==> config.mk <==
export PLATFORM = sky130hd
export DESIGN_NAME = undoable_stack
export DESIGN_NICKNAME = d
export VERILOG_FILES = /design/src/design/usk_pkg.sv /design/src/design/usk_ram.sv /design/src/design/usk_stack.sv /design/src/design/usk_hist.sv /design/src/design/undoable_stack.sv
export SDC_FILE = /design/constraint.sdc
export NUM_CORES = 2
export LEC_CHECK = 0
export BUFFER_PORTS_ARGS = -buffer_cell sky130_fd_sc_hd__buf_2
export CELL_PAD_IN_SITES_DETAIL_PLACEMENT = 2
export CELL_PAD_IN_SITES_GLOBAL_PLACEMENT = 2
export CORE_MARGIN = 10
export CORE_UTILIZATION = 54
export DETAILED_ROUTE_END_ITERATION = 12
export PLACE_DENSITY = 0.84
export RECOVER_POWER = 25
export SLEW_MARGIN = 10
export SYNTH_ARGS = -nofsm -noshare
export SYNTH_HDL_FRONTEND = slang
export SYNTH_SLANG_ARGS = --single-unit
==> constraint.sdc <==
create_clock -name i_clk -period 25.4 [get_ports i_clk]
set_clock_uncertainty 0.15 [all_clocks]
set_input_delay 5.08 -clock i_clk [delete_from_list [all_inputs] [get_ports i_clk]]
set_output_delay 5.08 -clock i_clk [all_outputs]
set_load 0.01 [all_outputs]
==> src/design/usk_pkg.sv <==
// ----------------------------------------------------------------------------
// usk_pkg
// Types and codes shared by the value stack with undo history.
// ----------------------------------------------------------------------------
`timescale 1ns / 1ps

package usk_pkg;

    localparam int VALUE_W = 32;

    typedef enum logic [1:0] {
        MODE_PUSH = 2'd0,
        MODE_PEEK = 2'd1,
        MODE_POP  = 2'd2,
        MODE_UNDO = 2'd3
    } t_mode;

    typedef enum logic [1:0] {
        ST_OK      = 2'd0,
        ST_EMPTY   = 2'd1,
        ST_NO_UNDO = 2'd2,
        ST_FULL    = 2'd3
    } t_status;

    typedef enum logic [1:0] {
        UNDONE_NONE = 2'd0,
        UNDONE_PUSH = 2'd1,
        UNDONE_POP  = 2'd2
    } t_undone;

    // Kind bit of a history entry.
    localparam logic KIND_PUSH = 1'b0;
    localparam logic KIND_POP  = 1'b1;

    typedef enum logic [1:0] {
        STK_HOLD = 2'd0,
        STK_PUSH = 2'd1,
        STK_POP  = 2'd2
    } t_stk_op;

    typedef enum logic [1:0] {
        HIST_HOLD = 2'd0,
        HIST_LOG  = 2'd1,
        HIST_UNDO = 2'd2
    } t_hist_op;

    typedef struct packed {
        t_stk_op            op;
        logic [VALUE_W-1:0] data;
    } t_stk_ctrl;

    typedef struct packed {
        logic               empty;
        logic               full;
        logic [VALUE_W-1:0] top;
    } t_stk_stat;

    typedef struct packed {
        t_hist_op           op;
        logic               kind;
        logic [VALUE_W-1:0] data;
    } t_hist_ctrl;

    typedef struct packed {
        logic               empty;
        logic               kind;
        logic [VALUE_W-1:0] value;
    } t_hist_stat;

endpackage

==> src/design/usk_ram.sv <==
// ----------------------------------------------------------------------------
// usk_ram
// Simple dual-port RAM: one write port, one read port with registered data.
// ----------------------------------------------------------------------------
`timescale 1ns / 1ps

module usk_ram #(
    parameter int WIDTH = 32,
    parameter int DEPTH = 16
) (
    input  logic                                 i_clk,
    input  logic                                 i_we,
    input  logic [(DEPTH > 1 ? $clog2(DEPTH) : 1)-1:0] i_waddr,
    input  logic [WIDTH-1:0]                     i_wdata,
    input  logic [(DEPTH > 1 ? $clog2(DEPTH) : 1)-1:0] i_raddr,
    output logic [WIDTH-1:0]                     o_rdata
);

    logic [WIDTH-1:0] r_mem [DEPTH];
    logic [WIDTH-1:0] r_rdata;

    // A read at the address being written returns the old contents.
    always_ff @(posedge i_clk) begin
        if (i_we) begin
            r_mem[i_waddr] <= i_wdata;
        end
        r_rdata <= r_mem[i_raddr];
    end

    assign o_rdata = r_rdata;

endmodule

==> src/design/usk_stack.sv <==
// ----------------------------------------------------------------------------
// usk_stack
// Value stack: the top two entries are held in registers, the whole stack
// is mirrored in a RAM that keeps the entry below them prefetched.
// ----------------------------------------------------------------------------
`timescale 1ns / 1ps

module usk_stack #(
    parameter int DEPTH = 16
) (
    input  logic              i_clk,
    input  logic              i_rst_n,
    input  usk_pkg::t_stk_ctrl i_ctrl,
    output usk_pkg::t_stk_stat o_stat
);

    localparam int CW = $clog2(DEPTH + 1);
    localparam int AW = (DEPTH > 1) ? $clog2(DEPTH) : 1;

    logic [CW-1:0]               r_count, n_count;
    logic [usk_pkg::VALUE_W-1:0] r_top, n_top;
    logic [usk_pkg::VALUE_W-1:0] r_second, n_second;
    logic [usk_pkg::VALUE_W-1:0] rd_data;
    logic                        ram_we;
    logic [AW-1:0]               ram_raddr;

    always_comb begin
        n_count  = r_count;
        n_top    = r_top;
        n_second = r_second;
        ram_we   = 1'b0;
        unique case (i_ctrl.op)
            usk_pkg::STK_PUSH: begin
                n_count  = r_count + 1'b1;
                n_top    = i_ctrl.data;
                n_second = r_top;
                ram_we   = 1'b1;
            end
            usk_pkg::STK_POP: begin
                n_count  = r_count - 1'b1;
                n_top    = r_second;
                n_second = rd_data;
            end
            default: begin
            end
        endcase
    end

    // The read issued now returns the third entry from the top of the stack
    // as it stands in the next cycle, ready for a pop there.
    assign ram_raddr = AW'(n_count - CW'(3));

    usk_ram #(
        .WIDTH(usk_pkg::VALUE_W),
        .DEPTH(DEPTH)
    ) u_ram (
        .i_clk  (i_clk),
        .i_we   (ram_we),
        .i_waddr(r_count[AW-1:0]),
        .i_wdata(i_ctrl.data),
        .i_raddr(ram_raddr),
        .o_rdata(rd_data)
    );

    always_ff @(posedge i_clk) begin
        if (!i_rst_n) begin
            r_count <= '0;
        end else begin
            r_count <= n_count;
        end
    end

    always_ff @(posedge i_clk) begin
        r_top    <= n_top;
        r_second <= n_second;
    end

    assign o_stat.empty = (r_count == '0);
    assign o_stat.full  = (r_count == CW'(DEPTH));
    assign o_stat.top   = r_top;

endmodule

==> src/design/usk_hist.sv <==
// ----------------------------------------------------------------------------
// usk_hist
// Undo history: a ring of logged operations that drops its oldest entry when
// full. The two newest entries are held in registers, the ring in a RAM.
// ----------------------------------------------------------------------------
`timescale 1ns / 1ps

module usk_hist #(
    parameter int DEPTH = 16
) (
    input  logic                i_clk,
    input  logic                i_rst_n,
    input  usk_pkg::t_hist_ctrl i_ctrl,
    output usk_pkg::t_hist_stat o_stat
);

    localparam int CW = $clog2(DEPTH + 1);
    localparam int IW = (DEPTH > 1) ? $clog2(DEPTH) : 1;
    localparam int EW = usk_pkg::VALUE_W + 1;

    logic [IW-1:0] r_newest, n_newest;
    logic [CW-1:0] r_count, n_count;
    logic [EW-1:0] r_h0, n_h0;
    logic [EW-1:0] r_h1, n_h1;
    logic [EW-1:0] rd_data;
    logic [EW-1:0] log_entry;
    logic [IW-1:0] idx_next;
    logic          ram_we;

    function automatic logic [IW-1:0] f_dec(input logic [IW-1:0] a);
        return (a == '0) ? IW'(DEPTH - 1) : a - 1'b1;
    endfunction

    assign idx_next  = (r_newest == IW'(DEPTH - 1)) ? '0 : r_newest + 1'b1;
    assign log_entry = {i_ctrl.kind, i_ctrl.data};

    always_comb begin
        n_newest = r_newest;
        n_count  = r_count;
        n_h0     = r_h0;
        n_h1     = r_h1;
        ram_we   = 1'b0;
        unique case (i_ctrl.op)
            usk_pkg::HIST_LOG: begin
                n_newest = idx_next;
                n_count  = (r_count == CW'(DEPTH)) ? r_count : r_count + 1'b1;
                n_h0     = log_entry;
                n_h1     = r_h0;
                ram_we   = 1'b1;
            end
            usk_pkg::HIST_UNDO: begin
                n_newest = f_dec(r_newest);
                n_count  = r_count - 1'b1;
                n_h0     = r_h1;
                n_h1     = rd_data;
            end
            default: begin
            end
        endcase
    end

    usk_ram #(
        .WIDTH(EW),
        .DEPTH(DEPTH)
    ) u_ram (
        .i_clk  (i_clk),
        .i_we   (ram_we),
        .i_waddr(idx_next),
        .i_wdata(log_entry),
        .i_raddr(f_dec(f_dec(n_newest))),
        .o_rdata(rd_data)
    );

    always_ff @(posedge i_clk) begin
        if (!i_rst_n) begin
            r_newest <= '0;
            r_count  <= '0;
        end else begin
            r_newest <= n_newest;
            r_count  <= n_count;
        end
    end

    always_ff @(posedge i_clk) begin
        r_h0 <= n_h0;
        r_h1 <= n_h1;
    end

    assign o_stat.empty = (r_count == '0);
    assign o_stat.kind  = r_h0[EW-1];
    assign o_stat.value = r_h0[usk_pkg::VALUE_W-1:0];

endmodule

==> src/design/undoable_stack.sv <==
// ----------------------------------------------------------------------------
// undoable_stack
// Value stack of signed 32-bit numbers with push, peek, pop and undo.
// ----------------------------------------------------------------------------
// Commands arrive on the s_axis stream: the operation code in tuser and the
// value to push in tdata. Every command beat gives exactly one result beat on
// the m_axis stream: status and undone kind in tuser, the value in tdata.
// A command passes an input register and then a result register before its
// result beat is offered. One command is taken every cycle while the receiver
// keeps tready high: the stack and the history each keep their two newest
// entries in registers, and their RAMs prefetch the entry below, so no command
// waits for a RAM read.
// A push onto a full stack and a pop from an empty stack are refused and
// logged nowhere. When the history is full the oldest entry is dropped.
// Synchronous reset empties the stack and the history and discards any beat
// in flight; there is no clearing pass. While the receiver holds tready low,
// the result beat waits in the result register and one more command can be
// taken into the input register before s_axis_tready falls.
// ----------------------------------------------------------------------------
`timescale 1ns / 1ps

module undoable_stack #(
    parameter int STACK_DEPTH   = 16,
    parameter int HISTORY_DEPTH = 16
) (
    input  logic        i_clk,
    input  logic        i_rst_n,
    input  logic        s_axis_tvalid,
    output logic        s_axis_tready,
    input  logic [31:0] s_axis_tdata,   // [31:0] value
    input  logic [1:0]  s_axis_tuser,   // [1:0] mode
    output logic        m_axis_tvalid,
    input  logic        m_axis_tready,
    output logic [31:0] m_axis_tdata,   // [31:0] result_value
    output logic [3:0]  m_axis_tuser    // [1:0] status, [3:2] undone_kind
);

    logic                 r_in_valid, n_in_valid;
    usk_pkg::t_mode       r_mode;
    logic signed [31:0]   r_value;

    logic                 r_out_valid, n_out_valid;
    usk_pkg::t_status     r_status, res_status;
    logic signed [31:0]   r_result, res_value;
    usk_pkg::t_undone     r_kind, res_kind;

    logic                 in_beat;
    logic                 proc;

    usk_pkg::t_stk_ctrl   stk_ctrl, stk_req;
    usk_pkg::t_stk_stat   stk_stat;
    usk_pkg::t_hist_ctrl  hist_ctrl, hist_req;
    usk_pkg::t_hist_stat  hist_stat;

    assign proc          = r_in_valid && (!r_out_valid || m_axis_tready);
    assign s_axis_tready = !r_in_valid || proc;
    assign in_beat       = s_axis_tvalid && s_axis_tready;

    // Command decode against the current stack and history state.
    always_comb begin
        stk_req.op     = usk_pkg::STK_HOLD;
        stk_req.data   = r_value;
        hist_req.op    = usk_pkg::HIST_HOLD;
        hist_req.kind  = usk_pkg::KIND_PUSH;
        hist_req.data  = r_value;
        res_status     = usk_pkg::ST_OK;
        res_value      = '0;
        res_kind       = usk_pkg::UNDONE_NONE;
        unique case (r_mode)
            usk_pkg::MODE_PUSH: begin
                if (stk_stat.full) begin
                    res_status = usk_pkg::ST_FULL;
                end else begin
                    stk_req.op  = usk_pkg::STK_PUSH;
                    hist_req.op = usk_pkg::HIST_LOG;
                    res_value   = r_value;
                end
            end
            usk_pkg::MODE_PEEK: begin
                if (stk_stat.empty) begin
                    res_status = usk_pkg::ST_EMPTY;
                end else begin
                    res_value = stk_stat.top;
                end
            end
            usk_pkg::MODE_POP: begin
                if (stk_stat.empty) begin
                    res_status = usk_pkg::ST_EMPTY;
                end else begin
                    stk_req.op    = usk_pkg::STK_POP;
                    hist_req.op   = usk_pkg::HIST_LOG;
                    hist_req.kind = usk_pkg::KIND_POP;
                    hist_req.data = stk_stat.top;
                    res_value     = stk_stat.top;
                end
            end
            usk_pkg::MODE_UNDO: begin
                if (hist_stat.empty) begin
                    res_status = usk_pkg::ST_NO_UNDO;
                end else begin
                    // The history entry is consumed even if it cannot be applied.
                    hist_req.op = usk_pkg::HIST_UNDO;
                    if (hist_stat.kind == usk_pkg::KIND_POP) begin
                        if (stk_stat.full) begin
                            res_status = usk_pkg::ST_FULL;
                        end else begin
                            stk_req.op   = usk_pkg::STK_PUSH;
                            stk_req.data = hist_stat.value;
                            res_value    = hist_stat.value;
                            res_kind     = usk_pkg::UNDONE_POP;
                        end
                    end else begin
                        if (stk_stat.empty) begin
                            res_status = usk_pkg::ST_EMPTY;
                        end else begin
                            stk_req.op = usk_pkg::STK_POP;
                            res_value  = stk_stat.top;
                            res_kind   = usk_pkg::UNDONE_PUSH;
                        end
                    end
                end
            end
        endcase
    end

    always_comb begin
        stk_ctrl  = stk_req;
        hist_ctrl = hist_req;
        if (!proc) begin
            stk_ctrl.op  = usk_pkg::STK_HOLD;
            hist_ctrl.op = usk_pkg::HIST_HOLD;
        end
    end

    usk_stack #(
        .DEPTH(STACK_DEPTH)
    ) u_stack (
        .i_clk  (i_clk),
        .i_rst_n(i_rst_n),
        .i_ctrl (stk_ctrl),
        .o_stat (stk_stat)
    );

    usk_hist #(
        .DEPTH(HISTORY_DEPTH)
    ) u_hist (
        .i_clk  (i_clk),
        .i_rst_n(i_rst_n),
        .i_ctrl (hist_ctrl),
        .o_stat (hist_stat)
    );

    always_comb begin
        n_in_valid = r_in_valid;
        if (in_beat) begin
            n_in_valid = 1'b1;
        end else if (proc) begin
            n_in_valid = 1'b0;
        end
        n_out_valid = r_out_valid;
        if (proc) begin
            n_out_valid = 1'b1;
        end else if (m_axis_tready) begin
            n_out_valid = 1'b0;
        end
    end

    always_ff @(posedge i_clk) begin
        if (!i_rst_n) begin
            r_in_valid  <= 1'b0;
            r_out_valid <= 1'b0;
        end else begin
            r_in_valid  <= n_in_valid;
            r_out_valid <= n_out_valid;
        end
    end

    always_ff @(posedge i_clk) begin
        if (in_beat) begin
            r_mode  <= usk_pkg::t_mode'(s_axis_tuser);
            r_value <= s_axis_tdata;
        end
        if (proc) begin
            r_status <= res_status;
            r_result <= res_value;
            r_kind   <= res_kind;
        end
    end

    assign m_axis_tvalid = r_out_valid;
    assign m_axis_tdata  = r_result;
    assign m_axis_tuser  = {r_kind, r_status};

endmodule

### Word-level counts from Yosys, hierarchy flattened

Memories as Yosys holds them, arrays and structs flattened. A register that Yosys moved wholly into a read port is not among the register bits.
Index checks and enable logic that the tools add are counted.
Widths: inputs -> output; s select.

| storage, ports and cells | value |
|---|---|
| register bits | 216 |
| RAM bits | 1040 |
| input port bits | 38 |
| output and inout bits | 38 |
| logic and storage cells | 106 |
| memories kept | 2 |

| cells by class | value |
|---|---|
| add/subtract/negate cells | 9 |
| equal/unequal tests | 11 |
| multiplexer cells | 50 |
| bitwise gates (word level) | 1 |
| reductions and logical operators | 19 |

Memory list:

| memory | words | width | rd ports | clocked after Yosys merged registers in | write ports | RTL line | text |
|---|---|---|---|---|---|---|---|
| u_hist.u_ram.r_mem | 16 | 33 | 1 | 1 | 1 | usk_ram.sv:19 | `logic [WIDTH-1:0] r_mem [DEPTH];` |
| u_stack.u_ram.r_mem | 16 | 32 | 1 | 1 | 1 | usk_ram.sv:19 |  |

Operators with widths:

| kind | count |
|---|---|
| $mux 32 | 7 |
| $pmux 33 s2 | 2 |
| $pmux 32 s2 | 2 |
| $pmux 32 s3 | 1 |
| $mux 34 | 2 |
| $mux 33 | 2 |
| $mux 2 | 10 |
| $pmux 5 s2 | 2 |
| $pmux 2 s3 | 3 |
| $mux 4 | 4 |
| $mux 1 | 13 |
| $logic_not 4->1 | 3 |
| $sub 4x1->4 const B | 3 |
| $add 5x1->5 const B | 2 |
| $eq 5x5->1 const B | 2 |
| $logic_not 5->1 | 2 |
| $sub 5x1->5 const B | 2 |
| $eq 2x2->1 const B | 4 |
| $pmux 4 s2 | 1 |
| $reduce_bool 2->1 | 4 |
| $eq 2x1->1 const B | 3 |
| $mux 5 | 1 |
| $add 4x1->4 const B | 1 |
| $eq 4x4->1 const B | 1 |
| 9 further kinds | 13 |

### Longest topological paths before layout

| logic depth | value |
|---|---|
| depth after elaboration | 10 |
| mapped depth | 22 |
| depth with buffers taken out | 18 |

### By module

From an unflattened synthesis, not the netlist that was laid out.

| second synthesis, totals | value |
|---|---|
| cells, all modules | 2437 |
| area total of the unflattened synthesis | 51424.3 um^2 |

By module, submodules not included:

| module | times used | cells each | area an instance (um^2) | sequential area each (um^2) |
|---|---|---|---|---|
| usk_ram at u_hist.u_ram | 1 | 864 | 20631.0 | 16515.8 |
| usk_ram at u_stack.u_ram | 1 | 838 | 19854.0 | 16015.4 |
| undoable_stack | 1 | 287 | 3998.8 | 2142.1 |
| usk_hist | 1 | 257 | 3758.6 | 2162.1 |
| usk_stack | 1 | 191 | 3181.8 | 2021.9 |

### Worst setup path before layout

Ideal clock, no wire load.

| timing path | value |
|---|---|
| path type | input-to-reg |
| from | input port m_axis_tready |
| to | register u_hist.u_ram.r_rdata[0] (netlist: u_hist.u_ram.o_rdata[0]), read port of u_hist.u_ram.r_mem |
| library setup time | 134 ps |
| data arrival time | 11445 ps |
| data required time | 25116 ps |
| path slack | 13671 ps |
| stages | 15 |
| buffers on the path | 3 |
| cells stage by stage | nor2b_1 > nor2b_1 > nor2b_1 > o21ai_0 > inv_1 > ha_1 > inv_1 > mux2i_4 > ha_1 > buf_2 > clkbuf_1 > clkbuf_1 > mux4_2 > mux2i_1 > mux2i_1 |

| between the ends | value |
|---|---|
| word-level cells in the longest chain between the ends | 9 |
| elaborated cells between the ends (all ways) | 12 |
| classes of those cells | add/sub: 2; eq/ne: 2; mux: 4; reduce/logical: 4 |

RTL lines:

| item | RTL line | text |
|---|---|---|
| from (decl) | undoable_stack.sv:33 | `input logic m_axis_tready,` |
| $logic_or 1x1->1 (*) | undoable_stack.sv:55 | `assign proc = r_in_valid && (!r_out_valid \|\| m_axis_tready);` |
| $logic_and 1x1->1 (*) | undoable_stack.sv:55 |  |
| $mux 2 (*) | undoable_stack.sv:129 | `if (!proc) begin` |
| $eq 2x2->1 or $eq 2x1->1 (tied branches) | usk_hist.sv:43 | `unique case (i_ctrl.op)` |
| $pmux 4 s2 (*) | usk_hist.sv:43 |  |
| $sub 4x1->4 or $logic_not 4->1 (tied branches) | usk_hist.sv:31 | `return (a == '0) ? IW'(DEPTH - 1) : a - 1'b1;` |
| $mux 4 (*) | usk_hist.sv:31 |  |
| $sub 4x1->4 or $logic_not 4->1 (tied branches) | usk_hist.sv:31 |  |
| $mux 4 (*) | usk_hist.sv:31 |  |
| to (decl) | usk_ram.sv:20 | `logic [WIDTH-1:0] r_rdata;` |

Mark *: on every way between the ends. The rest lies on a longest branch, timed or not.
A chain may end at the register's enable or synchronous reset.

### Worst setup path after layout

| timing path | value |
|---|---|
| from | register u_stack.r_count[0] |
| to | register u_hist.u_ram.r_rdata[4] (netlist: u_hist.u_ram.o_rdata[4]), read port of u_hist.u_ram.r_mem |

| between the ends | value |
|---|---|
| word-level cells in the longest chain between the ends | 10 |
| elaborated cells between the ends (all ways) | 15 |
| classes of those cells | add/sub: 2; eq/ne: 3; mux: 7; reduce/logical: 3 |

RTL lines:

| item | RTL line | text |
|---|---|---|
| from (decl) | usk_stack.sv:20 | `logic [CW-1:0] r_count, n_count;` |
| from (signal assigned) | usk_stack.sv:69 | `r_count <= n_count;` |
| $eq 5x5->1 or $logic_not 5->1 (tied branches) | usk_stack.sv:79, usk_stack.sv:78 |  |
| $mux 1 or $mux 34 (tied branches) | undoable_stack.sv:71, undoable_stack.sv:87 |  |
| $pmux 2 s3 (*) | undoable_stack.sv:69 | `unique case (r_mode)` |
| $mux 2 (*) | undoable_stack.sv:129 |  |
| $eq 2x2->1 or $eq 2x1->1 (tied branches) | usk_hist.sv:43 |  |
| $pmux 4 s2 (*) | usk_hist.sv:43 |  |
| $sub 4x1->4 or $logic_not 4->1 (tied branches) | usk_hist.sv:31 |  |
| $mux 4 (*) | usk_hist.sv:31 |  |
| $sub 4x1->4 or $logic_not 4->1 (tied branches) | usk_hist.sv:31 |  |
| $mux 4 (*) | usk_hist.sv:31 |  |

Marked as above.

==> run_results.csv <==
group,metric,value,unit
layout,drive_gt1_share,29.8,%
detailed_routing,vias,27600,
detailed_routing,wl_per_cell,44.3,microns
floorplan,ios,76,
layout,layout_common_cells,"edfxtp_1, mux4_2, nand2_1",
global_routing,grt_pass1_vias,29300,
cts,root_buffer,"clkbuf_16",
worst_setup_path,cpLargestDelayFamily,"compound AO/OA/AOI/OAI gates",
worst_setup_path,critPathKind,"reg2reg",
yosys,yosysTopAreaCell,"edfxtp_1",
floorplan,dieHeight,328,microns
timing,tightest_slew,4.84,ns
pwr,combPwrFrac,4.0,%
yosys,syn_area_per_cell,21.1,sq um
outcome,violations,"capacitance limit, slew limit",
timing,hold_viol_final,0,
pwr,vdd_drop_max,84.1,uV
worst_setup_path,cp-start-kind,"register",
worst_setup_path,path_depth,15,
timing,fmax,68.8,MHz
cts,clock_latency,0.79,ns
yosys,synth_edf_count,1240,
timing,maxSlewHeadroom,-226,%
cts,hold_buffers,0,
job,cap_violations,3,
yosys,synth-compound-area-share,1.58,%
timing,drv_slew,153,
yosys,ys.flop_type,"edfxtp_1",
cts,clkSinkCount,1321,
floorplan,dieArea,108000,sq um
worst_setup_path,crit_end,"u_hist.u_ram.o_rdata[4]",
worst_setup_path,end_kind,"register",
yosys,synthSimpleGateAreaFrac,2.03,%
cts,cts_tree,"yes",
yosys,synth_seq_cells,1321,
floorplan,coreArea,93700,sq um
outcome,status,"finished, violations left",
worst_setup_path,critPathMaxFanout,69,
timing,period_share,57.2,%
floorplan,initial_utilization,54.7,%
floorplan,fp-row-count,112,
cts,cts_resized,0,
yosys,synthAdderAreaFrac,0.688,%
worst_setup_path,rr_endpoint,"u_hist.u_ram.o_rdata[4]",
yosys,syn_nets,2494,
layout,final_common_cell,"edfxtp_1",
pwr,p_int,0.00364,W
cts,htreeDepth,4,
yosys,synth_cells,2429,
placement,hpwl,93.5,mm
detailed_routing,ant_nets,0,
yosys,yosys_warnings,0,
global_routing,grt.total_usage,32.8,%
yosys,synth_top_area_share,72.6,%
yosys,yosysUniqueCellTypes,68,
timing,setup_viol,0,
placement,io_buffers,75,
layout,n_fill_cell,7183,
timing,fin_crit,14.53,ns
worst_setup_path,reg2reg_depth,15,
pwr,seqPwrFrac,51.8,%
global_routing,antenna_found_initial,16,
global_routing,gr-total-overflow,0,
placement,place_worst_setup_slack,13.14,ns
worst_setup_path,path_cells,"or4_1 > o21ai_0 > inv_1 > o21ai_0 > inv_1 > ha_1 > inv_2 > buf_4 > mux2i_4 > ha_4 > o211ai_1 > a32oi_4 > buf_4 > mux2i_1 > mux2i_1",
placement,gp_congestion,0.790,
layout,final_net_count,2646,
cts,cts_max_path_buffers,3,
pwr,power.switching,0.00107,W
pwr,power_density,81.4,nW/um^2
yosys,synth_seq_area_share,75.8,%
floorplan,fp.dieW,328,microns
pwr,sw_frac_of_total,22.7,%
global_routing,grt_start_max_net_pins,95,
worst_setup_path,worstPathArrival,14.92,ns
worst_setup_path,ff2ff_setup_slack,10.87,ns
yosys,synthMuxAreaShare,18.4,%
detailed_routing,drcViolationCount,0,
worst_setup_path,path_buf_inv,5,
pwr,power.static_leakage,18.5,nW
detailed_routing,routed_wl,175,mm
worst_setup_path,startpoint,"u_stack.r_count[0]",
global_routing,grt_pass1_wl,247,mm
hold_path,hp-class,"reg2reg",
worst_setup_path,crit_required,25.79,ns
cts,cts_setup_buffers,0,
worst_setup_path,r2r_start,"u_stack.r_count[0]",
worst_setup_path,cpPeakStageDelay,3.58,ns
yosys,yosys.area_share.xor_xnor,0.188,%
yosys,synth_top_family_by_area,"multiplexers",
cts,cts_made_buffers,141,
detailed_routing,drtPass1Iterations,8,
worst_setup_path,cp_slowest_cell,"o21ai_0",
yosys,syn-cell-area,51300,sq um
cts,path_clk_slew,0.07,ns
layout,area_growth,12.7,%
timing,holdWs,0.411,ns
timing,layout_setup_ws,10.87,ns
detailed_routing,via_per_inst,6.99,
detailed_routing,drtIter0Drc,3685,
yosys,async_flop_share,0,%
timing,rsz0062_at_grt,"no",
pwr,p_clk_share,44.2,%
yosys,synth.area.top_cells,"edfxtp_1, mux4_2, mux2_2",
timing,final.setup.tns,0,ns
-- final cells by class --
cell class,count,area [sq um],share of cell area (%)
sequential,1321,38900,67.2
multi-input combinational,962,12100,20.9
clock buffer,210,4050,7.01
tap,1254,1570,2.71
timing repair buffer,128,782,1.35
clock inverter,40,342,0.591
inverter,27,101,0.175
antenna,3,7.51,0.0130
-- worst register-to-register path, cell delays in order (launching register included) --
cell	delay, ns
dfxtp_1	0.53
or4_1	0.69
o21ai_0	3.58
inv_1	2.87
o21ai_0	0.91
inv_1	0.11
ha_1	0.44
inv_2	0.11
buf_4	0.76
mux2i_4	0.53
ha_4	0.74
o211ai_1	0.33
a32oi_4	0.96
buf_4	0.94
mux2i_1	0.48
mux2i_1	0.21
-- kinds of logic (layout without fill, tap and decap cells) --
| family | after synthesis | count (layout) |
|---|---|---|
| other | 0 | 3 |
| AOI/OAI and AO/OA | 120 | 120 |
| and+or+nand+nor | 248 | 248 |
| buffers and inverters | 146 | 405 |
| DFF | 1321 | 1321 |
| adders and majority gates | 27 | 27 |
| muxes | 556 | 556 |
| xor gates and xnor gates | 11 | 11 |
-- power by group through the flow --
stage	Combinational, W	Clock, W	Sequential, W
floorplan	0.000114	0	0.00246
global placement	0.000156	0	0.00247
detailed placement	0.000179	0	0.00248
CTS	0.000187	0.00210	0.00243
global route	0.000197	0.00218	0.00243
finish	0.000188	0.00208	0.00243
-- registers in the layout, summed over array words and instances, names as in the netlist, 32 cells and up --
| register | flops |
|---|---|
| u_stack.r_top | 32 |
| u_stack.r_second | 32 |
| r_value | 32 |
| u_hist.u_ram.o_rdata | 33 |
| u_stack.u_ram.r_mem | 512 |
| u_stack.u_ram.o_rdata | 32 |
| u_hist.r_h1 | 33 |
| m_axis_tdata | 32 |
| u_hist.r_h0 | 33 |
| u_hist.u_ram.r_mem | 528 |
-- synth_stat cells, types with 14 or more instances --
| master | instances |
|---|---|
| mux2_2 | 150 |
| edfxtp_1 | 1240 |
| mux2i_1 | 101 |
| mux4_2 | 292 |
| a22oi_1 | 34 |
| buf_2 | 37 |
| dfxtp_1 | 81 |
| nand2_1 | 155 |
| inv_1 | 22 |
| clkbuf_1 | 63 |
| ha_1 | 25 |
| nor2_1 | 54 |
| o21ai_1 | 14 |
| o21ai_0 | 33 |
-- worst min-delay path by stage --
stage | cells past startpoint | slack (ns) | endpoint | startpoint
2_1_floorplan | 2 | 0.33 | m_axis_tvalid | r_in_valid
3_3_place_gp | 2 | 0.35 | u_hist.r_count[2] | u_hist.r_count[2]
3_5_place_dp | 1 | 0.37 | u_stack.r_second[31] | u_stack.u_ram.o_rdata[31]
4_1_cts | 1 | 0.41 | u_hist.r_h0[3] | u_hist.r_h1[3]
5_1_grt | 1 | 0.42 | u_stack.r_second[31] | u_stack.u_ram.o_rdata[31]
6_report | 1 | 0.41 | u_stack.r_second[31] | u_stack.u_ram.o_rdata[31]
-- routing by layer --
| metal | GRT usage [%] | vias to the layer above | part of all wire [%] |
|---|---|---|---|
| li1 | - | 10200 | - |
| met3 | 5.17 | 419 | 7.5 |
| met5 | 0 | - | 0.054 |
| met2 | 56.3 | 1819 | 51 |
| met4 | 12.4 | 14 | 4.3 |
| met1 | 42.0 | 15100 | 37 |
-- through the flow --
stage          instances  area (sq um)  utilization (%)  power [W]
5_1_grt             3943         57800             61.6    0.00481
3_3_place_gp        3692         53400             57.0    0.00263
2_1_floorplan       2429         51300                -    0.00258
3_5_place_dp        3692         53400             57.0    0.00266
6_report            3945         57800             61.6    0.00470
4_1_cts             3942         57800             61.7    0.00472
Power figures use the tool's default switching activity.
